File: src/hdl/nlag_pkg.sv
// shared types and constants for the nested loop address generator
// no dependencies
`default_nettype none
package nlag_pkg;

  localparam int unsigned RegW     = 16;
  localparam int unsigned CfgIdxW  = 4;
  localparam int unsigned CfgLevels = 4;
  localparam int unsigned InDataW  = 56;
  localparam int unsigned OutDataW = 40;

  typedef enum logic [2:0] {
    OP_NONE = 3'd0,
    OP_MUL  = 3'd1,
    OP_ADD  = 3'd2,
    OP_AND  = 3'd3,
    OP_MOD  = 3'd4,
    OP_ASR  = 3'd5
  } op_e;

  typedef enum logic [1:0] {
    MODE_ADDR  = 2'd0,
    MODE_WRITE = 2'd1,
    MODE_CLEAR = 2'd2,
    MODE_NOP   = 2'd3
  } mode_e;

  typedef enum logic [CfgIdxW-1:0] {
    CFG_TRIP0  = 4'd0,
    CFG_TRIP1  = 4'd1,
    CFG_TRIP2  = 4'd2,
    CFG_TRIP3  = 4'd3,
    CFG_SCALE0 = 4'd4,
    CFG_SCALE1 = 4'd5,
    CFG_SCALE2 = 4'd6,
    CFG_SCALE3 = 4'd7
  } cfg_e;

  typedef enum logic [8:0] {
    ST_IDLE  = 9'b000000001,
    ST_LDIV  = 9'b000000010,
    ST_LWAIT = 9'b000000100,
    ST_TERM  = 9'b000001000,
    ST_RD    = 9'b000010000,
    ST_OP    = 9'b000100000,
    ST_MWAIT = 9'b001000000,
    ST_SCL   = 9'b010000000,
    ST_DONE  = 9'b100000000
  } state_e;

  // first member is the most significant: mode ends up in the lowest bits
  typedef struct packed {
    logic [15:0] op_factor;
    logic [2:0]  op_code;
    logic [1:0]  slot_sel;
    logic        term_sel;
    logic [1:0]  level_sel;
    logic [23:0] iteration;
    logic [1:0]  mode;
  } in_item_t;

  typedef struct packed {
    logic        start;
    logic [31:0] dividend;
    logic [15:0] divisor;
  } div_req_t;

  typedef struct packed {
    logic        done;
    logic [31:0] quot;
    logic [15:0] rem;
  } div_rsp_t;

endpackage
`default_nettype wire

File: src/hdl/nlag_div.sv
// iterative unsigned divider, 32-bit dividend by 16-bit divisor, one bit a cycle
// depends on nlag_pkg
`default_nettype none
module nlag_div import nlag_pkg::*; (
  input  wire logic     clk_i,
  input  wire logic     rst_ni,
  input  wire div_req_t req_i,
  output div_rsp_t      rsp_o
);

  logic [15:0] rem_q, rem_d;
  logic [31:0] quo_q, quo_d;
  logic [15:0] dvs_q, dvs_d;
  logic [4:0]  cnt_q, cnt_d;
  logic        busy_q, busy_d;
  logic        done_q, done_d;
  logic [16:0] sh;
  logic [16:0] diff;
  logic        ge;

  always_comb begin
    sh   = {rem_q, quo_q[31]};
    diff = sh - {1'b0, dvs_q};
    ge   = sh >= {1'b0, dvs_q};
    rem_d  = rem_q;
    quo_d  = quo_q;
    dvs_d  = dvs_q;
    cnt_d  = cnt_q;
    busy_d = busy_q;
    done_d = 1'b0;
    if (req_i.start) begin
      rem_d  = '0;
      quo_d  = req_i.dividend;
      dvs_d  = req_i.divisor;
      cnt_d  = '0;
      busy_d = 1'b1;
    end else if (busy_q) begin
      rem_d = ge ? diff[15:0] : sh[15:0];
      quo_d = {quo_q[30:0], ge};
      cnt_d = cnt_q + 5'd1;
      if (cnt_q == 5'd31) begin
        busy_d = 1'b0;
        done_d = 1'b1;
      end
    end
  end

  always_ff @(posedge clk_i or negedge rst_ni) begin
    if (!rst_ni) begin
      busy_q <= 1'b0;
      done_q <= 1'b0;
      cnt_q  <= '0;
    end else begin
      busy_q <= busy_d;
      done_q <= done_d;
      cnt_q  <= cnt_d;
    end
  end

  always_ff @(posedge clk_i) begin
    rem_q <= rem_d;
    quo_q <= quo_d;
    dvs_q <= dvs_d;
  end

  assign rsp_o.done = done_q;
  assign rsp_o.quot = quo_q;
  assign rsp_o.rem  = rem_q;

endmodule
`default_nettype wire

File: src/hdl/nested_loop_address_generator_core.sv
// nested loop address generator: op table memory, level sequencer and chain walk
// depends on nlag_pkg and nlag_div
// writes, clears and no-op items go straight to the result register; an address request
// runs a divider step per level and a walk of each term at every level, longer for each
// written chain and each modulo op, set by the shared one-bit-per-cycle divider and the op
// table, one slot per read; tready rises in the cycle after the result register loads
// reset sets config registers to 1, clears table valid bits and control; no clearing pass
`default_nettype none
module nested_loop_address_generator_core import nlag_pkg::*; #(
  parameter int unsigned LEVELS = 4,
  parameter int unsigned TERMS  = 2,
  parameter int unsigned OPS    = 4
) (
  input  wire logic                 clk_i,
  input  wire logic                 rst_ni,
  input  wire logic                 cfg_we_i,
  input  wire logic [CfgIdxW-1:0]   cfg_idx_i,
  input  wire logic [RegW-1:0]      cfg_wdata_i,
  input  wire logic                 s_axis_tvalid,
  output logic                      s_axis_tready,
  // mode, iteration, level_sel, term_sel, slot_sel, op_code, op_factor
  input  wire logic [InDataW-1:0]   s_axis_tdata,
  output logic                      m_axis_tvalid,
  input  wire logic                 m_axis_tready,
  // address, div_error
  output logic [OutDataW-1:0]       m_axis_tdata
);

  localparam int unsigned Depth = LEVELS * TERMS * OPS;
  localparam int unsigned AW = (Depth > 1) ? $clog2(Depth) : 1;
  localparam int unsigned LW = (LEVELS > 1) ? $clog2(LEVELS) : 1;
  localparam int unsigned TW = (TERMS > 1) ? $clog2(TERMS) : 1;
  localparam int unsigned KW = (OPS > 1) ? $clog2(OPS) : 1;

  logic [RegW-1:0] trip_q [CfgLevels];
  logic [RegW-1:0] scale_q [CfgLevels];

  always_ff @(posedge clk_i or negedge rst_ni) begin
    if (!rst_ni) begin
      for (int i = 0; i < CfgLevels; i++) begin
        trip_q[i]  <= 16'd1;
        scale_q[i] <= 16'd1;
      end
    end else if (cfg_we_i) begin
      unique case (cfg_idx_i)
        CFG_TRIP0:  trip_q[0]  <= cfg_wdata_i;
        CFG_TRIP1:  trip_q[1]  <= cfg_wdata_i;
        CFG_TRIP2:  trip_q[2]  <= cfg_wdata_i;
        CFG_TRIP3:  trip_q[3]  <= cfg_wdata_i;
        CFG_SCALE0: scale_q[0] <= cfg_wdata_i;
        CFG_SCALE1: scale_q[1] <= cfg_wdata_i;
        CFG_SCALE2: scale_q[2] <= cfg_wdata_i;
        CFG_SCALE3: scale_q[3] <= cfg_wdata_i;
        default: ;
      endcase
    end
  end

  in_item_t in_item;
  assign in_item = in_item_t'(s_axis_tdata[$bits(in_item_t)-1:0]);

  state_e state_q, state_d;
  logic [LW-1:0] lv_q, lv_d;
  logic [TW-1:0] t_q, t_d;
  logic [KW-1:0] k_q, k_d;
  logic [31:0]   q_q, q_d;
  logic [15:0]   idx_q, idx_d;
  logic [31:0]   v_q, v_d;
  logic [31:0]   acc_q, acc_d;
  logic          err_q, err_d;
  logic          neg_q, neg_d;
  logic [Depth-1:0] vld_q, vld_d;
  logic          out_vld_q, out_vld_d;
  logic [31:0]   out_addr_q, out_addr_d;
  logic          out_err_q, out_err_d;

  logic [18:0]   mem [Depth];
  logic [18:0]   rd_q;
  logic          rd_vld_q;
  logic [AW-1:0] raddr, waddr;
  logic          we;
  logic [AW-1:0] chain_base;
  logic          chain_vld;
  logic [15:0]   trip_cur, scale_cur;
  div_req_t      div_req;
  div_rsp_t      div_rsp;

  logic [2:0]    op_code;
  logic [31:0]   fact;
  logic [31:0]   v_abs;
  logic [15:0]   f_abs;
  logic [4:0]    shamt;
  logic          wr_ok;

  nlag_div u_div (
    .clk_i  (clk_i),
    .rst_ni (rst_ni),
    .req_i  (div_req),
    .rsp_o  (div_rsp)
  );

  always_comb begin
    trip_cur  = 16'd1;
    scale_cur = 16'd1;
    for (int i = 0; i < CfgLevels; i++) begin
      if (int'(lv_q) == i) begin
        trip_cur  = trip_q[i];
        scale_cur = scale_q[i];
      end
    end
  end

  assign chain_base = AW'((int'(lv_q) * TERMS + int'(t_q)) * OPS);
  assign raddr = AW'(int'(chain_base) + int'(k_q));
  assign waddr = AW'((int'(in_item.level_sel) * TERMS + int'(in_item.term_sel)) * OPS
                     + int'(in_item.slot_sel));
  assign wr_ok = (int'(in_item.level_sel) < LEVELS) && (int'(in_item.term_sel) < TERMS)
                 && (int'(in_item.slot_sel) < OPS);
  assign s_axis_tready = (state_q == ST_IDLE);
  assign we = s_axis_tvalid && s_axis_tready && (in_item.mode == MODE_WRITE) && wr_ok;

  always_comb begin
    chain_vld = 1'b0;
    for (int k = 0; k < OPS; k++) begin
      chain_vld = chain_vld | vld_q[AW'(int'(chain_base) + k)];
    end
  end

  always_ff @(posedge clk_i) begin
    if (we) begin
      mem[waddr] <= {in_item.op_code, in_item.op_factor};
    end
    rd_q <= mem[raddr];
  end

  always_ff @(posedge clk_i or negedge rst_ni) begin
    if (!rst_ni) begin
      rd_vld_q <= 1'b0;
    end else begin
      rd_vld_q <= vld_q[raddr];
    end
  end

  assign op_code = rd_vld_q ? rd_q[18:16] : OP_NONE;
  assign fact    = rd_vld_q ? {{16{rd_q[15]}}, rd_q[15:0]} : 32'd0;
  assign v_abs   = v_q[31] ? (32'd0 - v_q) : v_q;
  assign f_abs   = fact[31] ? (16'd0 - fact[15:0]) : fact[15:0];

  always_comb begin
    if (fact[31]) begin
      shamt = 5'd0;
    end else if (fact[15:5] != '0) begin
      shamt = 5'd31;
    end else begin
      shamt = fact[4:0];
    end
  end

  always_comb begin
    state_d    = state_q;
    lv_d       = lv_q;
    t_d        = t_q;
    k_d        = k_q;
    q_d        = q_q;
    idx_d      = idx_q;
    v_d        = v_q;
    acc_d      = acc_q;
    err_d      = err_q;
    neg_d      = neg_q;
    vld_d      = vld_q;
    out_vld_d  = out_vld_q;
    out_addr_d = out_addr_q;
    out_err_d  = out_err_q;
    div_req.start    = 1'b0;
    div_req.dividend = q_q;
    div_req.divisor  = trip_cur;

    if (m_axis_tvalid && m_axis_tready) begin
      out_vld_d = 1'b0;
    end

    unique case (state_q)
      ST_IDLE: begin
        if (s_axis_tvalid) begin
          acc_d = '0;
          err_d = 1'b0;
          q_d   = {8'd0, in_item.iteration};
          lv_d  = LW'(LEVELS - 1);
          case (in_item.mode)
            MODE_ADDR:  state_d = ST_LDIV;
            MODE_WRITE: begin
              if (wr_ok) begin
                vld_d[waddr] = 1'b1;
              end
              state_d = ST_DONE;
            end
            MODE_CLEAR: begin
              vld_d   = '0;
              state_d = ST_DONE;
            end
            default: state_d = ST_DONE;
          endcase
        end
      end
      ST_LDIV: begin
        if (trip_cur == 16'd0) begin
          err_d   = 1'b1;
          state_d = ST_DONE;
        end else begin
          div_req.start = 1'b1;
          state_d = ST_LWAIT;
        end
      end
      ST_LWAIT: begin
        if (div_rsp.done) begin
          q_d     = div_rsp.quot;
          idx_d   = div_rsp.rem;
          t_d     = '0;
          state_d = ST_TERM;
        end
      end
      ST_TERM: begin
        k_d = '0;
        v_d = {16'd0, idx_q};
        if (chain_vld) begin
          state_d = ST_RD;
        end else begin
          state_d = ST_SCL;
        end
      end
      ST_RD: begin
        state_d = ST_OP;
      end
      ST_OP: begin
        state_d = ST_RD;
        case (op_code)
          OP_MUL: v_d = v_q * fact;
          OP_ADD: v_d = v_q + fact;
          OP_AND: v_d = v_q & fact;
          OP_ASR: v_d = $unsigned($signed(v_q) >>> shamt);
          OP_MOD: begin
            if (fact == 32'd0) begin
              err_d = 1'b1;
              v_d   = '0;
            end else begin
              div_req.start    = 1'b1;
              div_req.dividend = v_abs;
              div_req.divisor  = f_abs;
              neg_d   = v_q[31];
              state_d = ST_MWAIT;
            end
          end
          default: ;
        endcase
        if (state_d != ST_MWAIT) begin
          if (int'(k_q) == OPS - 1) begin
            state_d = ST_SCL;
          end else begin
            k_d = k_q + KW'(1);
          end
        end
      end
      ST_MWAIT: begin
        if (div_rsp.done) begin
          v_d = neg_q ? (32'd0 - {16'd0, div_rsp.rem}) : {16'd0, div_rsp.rem};
          if (int'(k_q) == OPS - 1) begin
            state_d = ST_SCL;
          end else begin
            k_d = k_q + KW'(1);
            state_d = ST_RD;
          end
        end
      end
      ST_SCL: begin
        if (chain_vld) begin
          acc_d = acc_q + 32'(v_q * {16'd0, scale_cur});
        end
        if (int'(t_q) == TERMS - 1) begin
          if (lv_q == '0) begin
            state_d = ST_DONE;
          end else begin
            lv_d    = lv_q - LW'(1);
            state_d = ST_LDIV;
          end
        end else begin
          t_d     = t_q + TW'(1);
          state_d = ST_TERM;
        end
      end
      ST_DONE: begin
        if (!out_vld_q || m_axis_tready) begin
          out_vld_d  = 1'b1;
          out_addr_d = err_q ? 32'd0 : acc_q;
          out_err_d  = err_q;
          state_d    = ST_IDLE;
        end
      end
      default: state_d = ST_IDLE;
    endcase
  end

  always_ff @(posedge clk_i or negedge rst_ni) begin
    if (!rst_ni) begin
      state_q   <= ST_IDLE;
      vld_q     <= '0;
      out_vld_q <= 1'b0;
      lv_q      <= '0;
      t_q       <= '0;
      k_q       <= '0;
      err_q     <= 1'b0;
    end else begin
      state_q   <= state_d;
      vld_q     <= vld_d;
      out_vld_q <= out_vld_d;
      lv_q      <= lv_d;
      t_q       <= t_d;
      k_q       <= k_d;
      err_q     <= err_d;
    end
  end

  always_ff @(posedge clk_i) begin
    q_q        <= q_d;
    idx_q      <= idx_d;
    v_q        <= v_d;
    acc_q      <= acc_d;
    neg_q      <= neg_d;
    out_addr_q <= out_addr_d;
    out_err_q  <= out_err_d;
  end

  assign m_axis_tvalid = out_vld_q;
  assign m_axis_tdata  = {7'd0, out_err_q, out_addr_q};

endmodule
`default_nettype wire

File: config.mk
export PLATFORM = sky130hd
export DESIGN_NAME = nested_loop_address_generator_core
export DESIGN_NICKNAME = d
export VERILOG_FILES = /design/src/hdl/nlag_pkg.sv /design/src/hdl/nlag_div.sv /design/src/hdl/nested_loop_address_generator_core.sv
export SDC_FILE = /design/constraint.sdc
export NUM_CORES = 2
export LEC_CHECK = 0
export ABC_AREA = 1
export BUFFER_PORTS_ARGS = -buffer_cell sky130_fd_sc_hd__buf_2
export CAP_MARGIN = 5
export CORE_MARGIN = 2
export CORE_UTILIZATION = 64
export CTS_BUF_LIST = sky130_fd_sc_hd__clkbuf_2 sky130_fd_sc_hd__clkbuf_4 sky130_fd_sc_hd__clkbuf_8
export CTS_CLUSTER_DIAMETER = 60
export CTS_CLUSTER_SIZE = 12
export DETAILED_ROUTE_END_ITERATION = 8
export PLACE_DENSITY = 0.81
export SLEW_MARGIN = 25
export SYNTH_ARGS = -nofsm -noshare
export SYNTH_HDL_FRONTEND = slang
export SYNTH_SLANG_ARGS = --single-unit
File: constraint.sdc
create_clock -name clk_i -period 9.86 [get_ports clk_i]
set_clock_uncertainty 0.15 [all_clocks]
set_input_delay 1.972 -clock clk_i [delete_from_list [all_inputs] [get_ports clk_i]]
set_output_delay 1.972 -clock clk_i [all_outputs]
set_load 0.01 [all_outputs]
==> reports/metrics.yaml <==
die:
  die_area_um2: 119000
  pin_count: 123
  dieHeight_um: 345
  start_util_pct: 64.4
  coreArea_um2: 116000
  die_w_um: 345
  std_cell_rows: 125
cts:
  htree_num_levels: 3
  root_buffer: "clkbuf_8"
  cts_max_path_buffers: 3
  cts_hold_buf: 0
  cts-resized-gates: 0
  cts_made_buffers: 103
  cts.clk_slew.worst_paths_ns: 0.09
  cts_sinks: 1021
  clk_latency_ns: 0.83
  cts_tree: "built"
  postCtsSetupRepairBufs: 0
synthesis:
  ys_seq_area_share_pct: 39.4
  synth_top_family_by_area: "adder cells"
  synth_fa_ha_area_share_pct: 23.6
  synth_top_area_share_pct: 32.3
  synth-main-ff-cell: "edfxtp_1"
  ys_async_sr_fraction_pct: 18.0
  muxShareOfSynthArea_pct: 0.0570
  avgSynthCellArea_um2: 9.13
  synth_top_area_cell: "edfxtp_1"
  syn-instance-count: 8172
  synth.cell_area_um2: 74600
  yosys_warnings: 0
  synth-seq-cells: 1021
  ys_types: 68
  synth-compound-area-share_pct: 10.8
  synthMostInstantiatedCell: "nand2_1"
  synth_edf_count: 802
  synth-simple-area-share_pct: 16.5
  synthTopCellsByArea: "edfxtp_1 32%, fa_1 19%, nand2_1 7.2%"
  synthXorXnorAreaFrac_pct: 1.06
  synth_common_cells: "1425 x nand2_1, 1210 x inv_1, 1026 x nor2_1"
setup_path:
  crit_top_cell: "fa_1"
  crit_family: "adder cells"
  start_kind: "flop"
  cp.arrival_ns: 9.33
  r2r_cells: 32
  max_stage_delay_ns: 0.59
  crit_buf_inv: 8
  cp_data_required_time_ns: 10.25
  r2r-end: "v_q[31]"
  r2r_start: "rd_vld_q"
  ff2ff_setup_slack_ns: 0.93
  crit_type: "reg -> reg"
  crit_cells: 32
  worst-path-max-fanout: 13
  cp_slowest_cell: "inv_1"
  worstSetupEndpointType: "flop"
cells_and_area:
  area_growth_pct: 5.95
  layout.nets: 9174
  drive_gt1_share_pct: 7.44
routing:
  remaining_drc_errors: 6
  antenna_left: 0
  wl_mm: 232
  drtPass1Iterations: 9
  routedWlPerCell_um: 23.8
  via_per_inst: 6.22
  vias: 60500
  drt-initial-drc-count: 7917
sta:
  relSlewSlack_pct: 30.9
  drv_slew: 0
  rsz0062_at_grt: "no"
  finalSetupViolCount: 0
  fin_crit_ns: 8.93
  timing.final.hold_violations: 0
  worstMarginPinSlew_ns: 1.04
  fin_setup_tns_ns: 0
  fin_crit_sh_pct: 90.6
  max_freq_mhz: 112
grt:
  grt_use_total_pct: 38.7
  grt_first_pass_wirelength_mm: 351
  grt_overflow_total: 0
  grt_start_max_net_pins: 164
  antenna_found_initial: 13
  grt_pass1_vias: 59900
place:
  io_buffers: 109
  hpwl_mm: 163
  gp_congestion: 1.06
outcome:
  run_status: "complete, but fails checks"
  violations: "design-rule violations"
hold_path:
  hp-start: "trip_q[11]"
  worstHoldEndpoint: "trip_q[11]"
  hold_path_class: "reg -> reg"
  whs_path_depth: 2
job:
  cap_violations: 0
-- per-layer routing --
metal | vias up | wire length, um | GRT usage [%]
li1 | 26400 | - | -
met1 | 29200 | 82400 | 50.6
met2 | 3927 | 104000 | 60.5
met3 | 909 | 28000 | 7.84
met4 | 2 | 16700 | 23.1
met5 | - | 43 | 0
-- state kept, by name, indices dropped and copies added, names as in the netlist, 2 cells and up --
name         cells
vld_q           32
v_q             32
u_div.rem_q     16
trip_q          64
idx_q           16
k_q              2
acc_q           32
scale_q         64
out_addr_q      32
rd_q            19
mem            608
state_q          9
lv_q             2
u_div.dvs_q     16
q_q             32
u_div.quo_q     32
u_div.cnt_q      5
-- per-stage QoR --
stage	hold WS, ns	utilization (%)	setup slack [ns]	area (um^2)	instances
3_5_place_dp	0.318	66.3	1.19	76800	9538
2_1_floorplan	0.273	-	2.35	74700	8178
5_1_grt	0.340	68.2	0.609	79100	9730
6_report	0.334	68.2	0.927	79100	9731
4_1_cts	0.338	68.1	1.14	79000	9721
3_3_place_gp	0.313	66.3	1.32	76800	9538
-- worst register-to-register path: cells and delay by family (launching register included) --
family | cells | cell delay [ns]
and+or+nand+nor | 14 | 1.95
buffers and inverters | 8 | 1.43
DFF | 1 | 0.49
adders and majority gates | 10 | 4.64
-- area by class of cell --
class,count,area (um^2)
flip-flops and latches,1021,29400
clock buffers,162,1890
clock inverters,21,283
diodes,8,20.0
inverters,1238,4660
well taps,1524,1910
fillers,8924,36800
repair buffers,270,1800
multi-input cells,5487,39100
-- worst max-delay path by stage --
stage	to	slack [ns]	start
final	v_q[31]	0.93	rd_vld_q
after global placement	acc_q[31]	1.32	lv_q[0]
after CTS	v_q[24]	1.14	rd_vld_q
after floorplan	acc_q[31]	2.35	lv_q[1]
after global routing	acc_q[31]	0.61	lv_q[0]
after detailed placement	v_q[24]	1.19	rd_vld_q
-- logic make-up (layout without fill, tap and decap cells) --
family,after synthesis,count (layout)
compound gates,1412,1412
xor+xnor,90,90
fa+ha+maj,972,972
buf+inv,1670,1691
flops,1021,1021
mux,4,4
other cells,1,15
simple gates,3002,3002
-- cells in the final DEF, fill, tap and decap left out, types with 158 or more instances in the layout --
| cell | instances |
|---|---|
| o21ai_0 | 702 |
| nor2_1 | 1019 |
| ha_1 | 248 |
| nand3_1 | 325 |
| nand2_1 | 1420 |
| buf_4 | 158 |
| fa_1 | 722 |
| a21oi_1 | 314 |
| dfrtp_1 | 171 |
| inv_1 | 1204 |
| edfxtp_1 | 802 |
Power is not shown: default switching activity piles up to over one toggle a cycle in this logic, so the estimate is an artifact.
